--- config.mk ---
export PLATFORM = sky130hd
export DESIGN_NAME = crc8_checked_packet_framer
export DESIGN_NICKNAME = d
export VERILOG_FILES = /design/src/hw/rtl/cpf_pkg.sv /design/src/hw/rtl/cpf_cell.sv /design/src/hw/rtl/cpf_crc.sv /design/src/hw/rtl/crc8_checked_packet_framer.sv
export SDC_FILE = /design/constraint.sdc
export NUM_CORES = 1
export LEC_CHECK = 0
export BUFFER_PORTS_ARGS = -buffer_cell sky130_fd_sc_hd__buf_2
export CAP_MARGIN = 10
export CORE_MARGIN = 5
export CORE_UTILIZATION = 53
export CTS_BUF_LIST = sky130_fd_sc_hd__clkbuf_4
export DETAILED_ROUTE_END_ITERATION = 10
export PLACE_DENSITY = 0.79
export SLEW_MARGIN = 25
export SYNTH_ARGS = -nofsm -noshare
export SYNTH_HDL_FRONTEND = slang
export SYNTH_SLANG_ARGS = --single-unit
--- constraint.sdc ---
create_clock -name clk -period 7.19 [get_ports clk]
set_input_delay 0.719 -clock clk [delete_from_list [all_inputs] [get_ports clk]]
set_output_delay 0.719 -clock clk [all_outputs]
set_load 0.005 [all_outputs]
--- src/hw/rtl/cpf_pkg.sv ---
package cpf_pkg;

    // packet geometry
    localparam int PACKET_LEN   = 10;
    localparam int FILL_W       = $clog2(PACKET_LEN);
    localparam int REPORT_BYTES = 9;

    // reflected crc-8, lsb first
    localparam logic [7:0] CRC_POLY = 8'h8C;
    localparam logic [7:0] CRC_INIT = 8'h00;

    // configuration registers
    localparam int         CFG_IDX_W    = 1;
    localparam logic [0:0] CFG_MIN_ID   = 1'b0;
    localparam logic [0:0] CFG_MAX_ID   = 1'b1;
    localparam logic [7:0] MIN_ID_RESET = 8'h01;
    localparam logic [7:0] MAX_ID_RESET = 8'h04;

    typedef logic [7:0] byte_t;

    // control from the sequencer to the crc unit
    typedef struct packed {
        logic clear;
        logic step;
        logic mix;
    } crc_ctrl_t;

    // one bit of the reflected crc shift
    function automatic byte_t crc_bit_step(input byte_t c);
        byte_t r;
        r = {1'b0, c[7:1]};
        if (c[0])
        begin
            r = r ^ CRC_POLY;
        end
        return r;
    endfunction

endpackage

--- src/hw/rtl/cpf_cell.sv ---
module cpf_cell (
    input  logic          clk,
    input  logic          en,
    input  cpf_pkg::byte_t d,
    output cpf_pkg::byte_t q
);
    import cpf_pkg::*;

    byte_t data_reg;

    // one window byte, loaded from its neighbour
    always_ff @(posedge clk)
    begin
        if (en)
        begin
            data_reg <= d;
        end
    end

    assign q = data_reg;

endmodule

--- src/hw/rtl/cpf_crc.sv ---
module cpf_crc (
    input  logic              clk,
    input  logic              rst_n,
    input  cpf_pkg::crc_ctrl_t ctrl,
    input  cpf_pkg::byte_t     data_in,
    output cpf_pkg::byte_t     crc
);
    import cpf_pkg::*;

    byte_t crc_reg;
    byte_t crc_next;
    byte_t crc_mixed;

    // fold the new byte in on its first bit, then shift one bit a cycle while step is set
    always_comb
    begin
        crc_mixed = ctrl.mix ? (crc_reg ^ data_in) : crc_reg;
        crc_next  = crc_reg;
        if (ctrl.clear)
        begin
            crc_next = CRC_INIT;
        end
        else if (ctrl.step)
        begin
            crc_next = crc_bit_step(crc_mixed);
        end
    end

    always_ff @(posedge clk or negedge rst_n)
    begin
        if (!rst_n)
        begin
            crc_reg <= CRC_INIT;
        end
        else
        begin
            crc_reg <= crc_next;
        end
    end

    assign crc = crc_reg;

endmodule

--- src/hw/rtl/crc8_checked_packet_framer.sv ---
// Fixed-length packet framer with a reflected CRC-8 check (poly 0x8C, init 0).
// Input channel: one received byte per beat on rx_byte (in_valid / in_stall).
// Output channel: one beat per accepted packet carrying the id, payload
// words, check byte and signed speed (out_valid / out_stall).
// Configuration: cfg_we writes cfg_data into min_id (index 0) or max_id
// (index 1); write only while the framer is idle.
// The window is a row of byte cells shifting toward the oldest end. A beat
// that does not fill the window is taken without stall while the framer is
// idle, back to back. A beat that fills it starts a check: the cells rotate
// past a bit-serial CRC unit one data byte at a time, then a restore step puts
// back the order and a decide step judges the packet. in_stall stays high
// through the crc, restore and decide states; decide registers a passing result.
// A held result does not block input; only a beat that would fill the window
// again is stalled until the result is taken. When the check fails the oldest
// byte drops out and the framer resynchronises one byte at a time.
// Reset empties the window, clears out_valid and loads min_id 1, max_id 4.
module crc8_checked_packet_framer (
    input  logic                           clk,
    input  logic                           rst_n,
    input  logic                           cfg_we,
    input  logic [cpf_pkg::CFG_IDX_W-1:0]  cfg_index,
    input  logic [7:0]                     cfg_data,
    input  logic                           in_valid,
    output logic                           in_stall,
    input  logic [7:0]                     rx_byte,
    output logic                           out_valid,
    input  logic                           out_stall,
    output logic [7:0]                     device_id,
    output logic [31:0]                    payload_front,
    output logic [31:0]                    payload_back,
    output logic [7:0]                     check_byte,
    output logic signed [15:0]             speed_value
);
    import cpf_pkg::*;

    localparam logic [1:0] ST_IDLE    = 2'd0;
    localparam logic [1:0] ST_CRC     = 2'd1;
    localparam logic [1:0] ST_RESTORE = 2'd2;
    localparam logic [1:0] ST_DECIDE  = 2'd3;

    logic [1:0]        state_reg, state_next;
    logic [FILL_W-1:0] fill_reg, fill_next;
    logic [2:0]        bit_reg, bit_next;
    logic [FILL_W-1:0] byte_cnt_reg, byte_cnt_next;
    byte_t             min_id_reg, max_id_reg;
    logic              out_valid_reg, out_valid_next;
    byte_t             dev_id_reg;
    logic [31:0]       front_reg, back_reg;
    byte_t             check_reg;
    logic [15:0]       speed_reg;

    logic      accept;
    logic      fills;
    logic      rotate;
    logic      cell_en;
    logic      pass;
    byte_t     tail_in;
    byte_t     crc;
    crc_ctrl_t crc_ctrl;
    byte_t     cell_q    [PACKET_LEN];
    byte_t     data_win  [REPORT_BYTES];

    // handshake
    assign fills    = (fill_reg == FILL_W'(PACKET_LEN - 1));
    assign in_stall = (state_reg != ST_IDLE) || (out_valid_reg && fills);
    assign accept   = in_valid && !in_stall;

    // cell chain: shift in on a beat, rotate during the check
    assign rotate  = ((state_reg == ST_CRC) && (bit_reg == 3'd7))
                  || (state_reg == ST_RESTORE);
    assign cell_en = accept || rotate;
    assign tail_in = (state_reg == ST_IDLE) ? rx_byte : cell_q[0];

    for (genvar i = 0; i < PACKET_LEN; i++)
    begin : g_cell
        byte_t d;
        if (i == PACKET_LEN - 1)
        begin : g_tail
            assign d = tail_in;
        end
        else
        begin : g_body
            assign d = cell_q[i+1];
        end
        cpf_cell u_cell (
            .clk (clk),
            .en  (cell_en),
            .d   (d),
            .q   (cell_q[i])
        );
    end

    // crc over the oldest cell as it passes
    assign crc_ctrl.clear = accept && fills;
    assign crc_ctrl.step  = (state_reg == ST_CRC);
    assign crc_ctrl.mix   = (bit_reg == 3'd0);

    cpf_crc u_crc (
        .clk     (clk),
        .rst_n   (rst_n),
        .ctrl    (crc_ctrl),
        .data_in (cell_q[0]),
        .crc     (crc)
    );

    // reported data bytes, zero past the last data byte
    for (genvar k = 0; k < REPORT_BYTES; k++)
    begin : g_win
        if (k < PACKET_LEN - 1)
        begin : g_data
            assign data_win[k] = cell_q[k];
        end
        else
        begin : g_zero
            assign data_win[k] = '0;
        end
    end

    assign pass = (cell_q[0] >= min_id_reg) && (cell_q[0] <= max_id_reg)
               && (crc == cell_q[PACKET_LEN-1]);

    // sequencer
    always_comb
    begin
        state_next     = state_reg;
        fill_next      = fill_reg;
        bit_next       = bit_reg;
        byte_cnt_next  = byte_cnt_reg;
        out_valid_next = out_valid_reg && out_stall;
        case (state_reg)
            ST_IDLE:
            begin
                if (accept)
                begin
                    if (fills)
                    begin
                        state_next    = ST_CRC;
                        bit_next      = '0;
                        byte_cnt_next = '0;
                    end
                    else
                    begin
                        fill_next = fill_reg + 1'b1;
                    end
                end
            end
            ST_CRC:
            begin
                bit_next = bit_reg + 1'b1;
                if (bit_reg == 3'd7)
                begin
                    byte_cnt_next = byte_cnt_reg + 1'b1;
                    if (byte_cnt_reg == FILL_W'(PACKET_LEN - 2))
                    begin
                        state_next = ST_RESTORE;
                    end
                end
            end
            ST_RESTORE:
            begin
                state_next = ST_DECIDE;
            end
            ST_DECIDE:
            begin
                state_next = ST_IDLE;
                if (pass)
                begin
                    fill_next      = '0;
                    out_valid_next = 1'b1;
                end
            end
            default:
            begin
                state_next = ST_IDLE;
            end
        endcase
    end

    always_ff @(posedge clk or negedge rst_n)
    begin
        if (!rst_n)
        begin
            state_reg     <= ST_IDLE;
            fill_reg      <= '0;
            bit_reg       <= '0;
            byte_cnt_reg  <= '0;
            out_valid_reg <= 1'b0;
        end
        else
        begin
            state_reg     <= state_next;
            fill_reg      <= fill_next;
            bit_reg       <= bit_next;
            byte_cnt_reg  <= byte_cnt_next;
            out_valid_reg <= out_valid_next;
        end
    end

    // configuration registers
    always_ff @(posedge clk or negedge rst_n)
    begin
        if (!rst_n)
        begin
            min_id_reg <= MIN_ID_RESET;
            max_id_reg <= MAX_ID_RESET;
        end
        else if (cfg_we)
        begin
            case (cfg_index)
                CFG_MIN_ID: min_id_reg <= cfg_data;
                CFG_MAX_ID: max_id_reg <= cfg_data;
                default:    ;
            endcase
        end
    end

    // result register
    always_ff @(posedge clk)
    begin
        if ((state_reg == ST_DECIDE) && pass)
        begin
            dev_id_reg <= cell_q[0];
            front_reg  <= {data_win[1], data_win[2], data_win[3], data_win[4]};
            back_reg   <= {data_win[5], data_win[6], data_win[7], data_win[8]};
            check_reg  <= cell_q[PACKET_LEN-1];
            speed_reg  <= {data_win[4], data_win[5]};
        end
    end

    assign out_valid     = out_valid_reg;
    assign device_id     = dev_id_reg;
    assign payload_front = front_reg;
    assign payload_back  = back_reg;
    assign check_byte    = check_reg;
    assign speed_value   = $signed(speed_reg);

    // checks
    a_fill_during_check: assert property (@(posedge clk) disable iff (!rst_n)
        (state_reg != ST_IDLE) |-> (fill_reg == FILL_W'(PACKET_LEN - 1)))
        else $error("fill count moved during a check");

    a_start_on_fill: assert property (@(posedge clk) disable iff (!rst_n)
        (accept && fills) |=> (state_reg == ST_CRC))
        else $error("check did not start on a full window");

    a_no_overwrite: assert property (@(posedge clk) disable iff (!rst_n)
        (state_reg == ST_DECIDE) |-> !out_valid_reg)
        else $error("decision reached with a result still held");

    a_result_source: assert property (@(posedge clk) disable iff (!rst_n)
        $rose(out_valid_reg) |-> ($past(state_reg) == ST_DECIDE))
        else $error("result raised outside the decision step");

endmodule

==> impl_metrics.toml <==
[global_routing]
grt_first_pass_wirelength_mm = 20.4
grt_max_degree = 81
overflow = 0
grt_use_total_pct = 16.3
antenna_found_initial = 0
first_global_vias = 3912

[sta]
finalCritPeriodShare_pct = 43.3
fmax_ghz = 0.321
slew_headroom_pct = 31.3
worst-slew-pin-transition_ns = 1.03
setup_viol = 0
period_minus_slack_ns = 3.11
postLayoutSetupSlackWorst_ns = 4.08
skew_ns = 0.0229
rsz0062_at_grt = "no"
final-hold-violation-count = 0
fin_setup_tns_ns = 0
maxSlewViolCount = 0

[worst_hold_path]
hold_path.class = "in -> async"

[critical_path]
crit_fanout = 54
reg2reg_from = "g_cell[0].u_cell.q[1]$_DFFE_PP_"
worstPathArrival_ns = 3.34
reg2reg_depth = 8
path_class = "reg -> reg"
path_cells = "ha_1 -> o211ai_1 -> a21oi_1 -> a2111oi_0 -> o21ai_0 -> nand3_1 -> clkinv_2 -> buf_4"
cp-start-kind = "flip-flop"
r2r-end = "device_id[1]$_DFFE_PP_"
path_delay_family = "buffers and inverters"
rrSetupSlack_ns = 4.08
endpoint_kind = "flip-flop"
critPathRequiredTime_ns = 7.42
critPathSlowestCell = "buf_4"
critPathBufInv = 2
slowest_delay_ns = 0.51

[cts]
postCtsSetupRepairBufs = 0
clock_path_buffers = 2
numCtsBuffers = 17
insertion_delay_ns = 0.56
path_clk_slew_ns = 0.15
htree_levels = 4
ctsHoldBuffers = 0
clock-sinks = 198
clock-root-buffer = "clkbuf_4"
cts-resized-gates = 0
cts_tree = "yes"

[flow_run]
cap_viol_max_count = 0

[synth]
syn_inst = 441
syn_nets = 490
synth_cell_type_count = 45
ys_seq_area_share_pct = 77.3
async_flop_share_pct = 19.2
synth_area_um2 = 7450
synth_flop_cell = "edfxtp_1"
synth_edf_count = 160
ys_ff_latch = 198
syn_avg_cell_area_um2 = 16.9
yosysWarningCount = 0

[power]
power_density_nw_per_um2 = 385
worst_ir_drop_vdd_mv = 0.427
p_leak_nw = 3.28

[layout]
final_util_pct = 60.8
area_growth_pct = 12.9
drive_gt1_share_pct = 30.9
num_antenna_cells = 0
largest_reg_flops = 80
final_nets = 604
fin_area_um2 = 8410
fillers = 999

[outcome]
outcome = "finished clean"

[floorplanning]
start_util_pct = 53.9
ios = 120
rows = 43
dieHeight_um = 129
coreArea_um2 = 13800
die_w_um = 129
dieArea_um2 = 16500

[route]
vias = 3952
drt-initial-drc-count = 355
drt-total-wl_mm = 12.9
via_per_inst = 5.29
drc = 0
routedWlPerCell_um = 17.3
ant_nets = 0
drt_pass1_iterations = 4

[placed_design]
placed_area_um2 = 8130
place_ws_ns = 4.04
place_congestion = 0.826
hpwlAfterDp_mm = 9.06
place.port_buffers = 119
## area by class of cell
class	instances	area, µm²	area share (%)
sequential	198	5760	68.4
multi-input combinational	191	1430	17.0
timing repair buffer	121	611	7.26
tap	180	225	2.68
clock inverter	13	153	1.81
clock buffer	18	135	1.61
inverter	26	98.8	1.17
## worst reg2reg max path, delay by kind of cell (launching register included)
| kind | cells | cell delay [ns] |
|---|---|---|
| AOI/OAI and AO/OA | 4 | 0.67 |
| and+or+nand+nor | 1 | 0.27 |
| adders and majority gates | 1 | 0.31 |
| DFF | 1 | 0.50 |
| buffers and inverters | 2 | 0.99 |
## cells by family after synthesis
logic type	after synthesis	synth area share (%)
AO/OA/AOI/OAI	55	4.82
XOR/XNOR	21	2.47
adder cells (fa/ha/maj)	27	4.53
buffers and inverters	52	3.66
flip-flops	198	77.3
multiplexers	20	2.95
AND/OR/NAND/NOR	68	4.30
## worst max path at each step
stage,from,slack [ns],end,depth (start not counted)
floorplan,state_reg[0]$_DFFE_PN0P_,1.84,g_cell[0].u_cell.q[0]$_DFFE_PP_,6
global placement,g_cell[0].u_cell.q[3]$_DFFE_PP_,4.18,payload_front[4]$_DFFE_PP_,7
detailed placement,g_cell[0].u_cell.q[1]$_DFFE_PP_,4.04,payload_front[29]$_DFFE_PP_,8
CTS,g_cell[0].u_cell.q[3]$_DFFE_PP_,4.01,payload_front[16]$_DFFE_PP_,8
global route,g_cell[0].u_cell.q[1]$_DFFE_PP_,3.78,device_id[0]$_DFFE_PP_,8
finish,g_cell[0].u_cell.q[1]$_DFFE_PP_,4.08,device_id[1]$_DFFE_PP_,8
## synth_stat cells (3+ instances only)
library cell  number  share of area, %
nand2_1           34               1.7
inv_1             26               1.3
ha_1              27               4.5
xor2_1            13               1.5
nor2b_1            3              0.25
buf_4             16               1.6
edfxtp_1         160                64
a31o_2             4              0.47
dfrtp_1           36                12
mux2_2            16               2.4
a21oi_1           13              0.87
mux2i_1            4              0.54
nor2_1            12              0.60
xnor2_1            8              0.94
o21ai_0           14              0.94
a211oi_1           6              0.60
nand4_1            4              0.34
nand3_1            4              0.27
clkbuf_1           4              0.20
## metrics by stage
stage | hold slack [ns] | power (mW) | cells
6_report | 0.238 | 3.24 | 747
5_1_grt | 0.255 | 3.44 | 747
4_1_cts | 0.226 | 3.28 | 747
3_5_place_dp | 0.430 | 2.69 | 716
3_3_place_gp | 0.425 | 2.65 | 716
2_1_floorplan | 0.421 | 2.47 | 441
## metal layers
metal | vias to the layer above | track usage, % | wire [µm]
met2 | 140 | 25.4 | 6180
met3 | 21 | 3.99 | 984
met4 | 0 | 6.24 | 235
li1 | 1839 | - | -
met5 | - | 0 | 0
met1 | 1952 | 22.7 | 5520
## report_power, final
group / switching, mW / internal, mW / leakage (nW)
clock: 0.341 / 0.243 / 0.157
combinational: 0.414 / 0.275 / 1.19
sequential: 0.224 / 1.74 / 1.94
## layout by cell type, fill, tap and decap left out, drive strengths merged, types with 3 or more instances in the layout
master / Yosys / final
a211oi: 6 / 6
a21oi: 13 / 13
a31o: 4 / 4
buf: 22 / 121
bufinv: 0 / 3
clkbuf: 4 / 18
clkinv: 0 / 7
dfrtp: 36 / 36
edfxtp: 160 / 160
ha: 27 / 27
inv: 26 / 28
mux2: 16 / 16
mux2i: 4 / 4
nand2: 34 / 34
nand3: 4 / 4
nand4: 4 / 4
nor2: 12 / 12
nor2b: 3 / 3
o21ai: 17 / 17
xnor2: 8 / 8
xor2: 13 / 13
No activity file was read; power rests on OpenSTA's default activity.
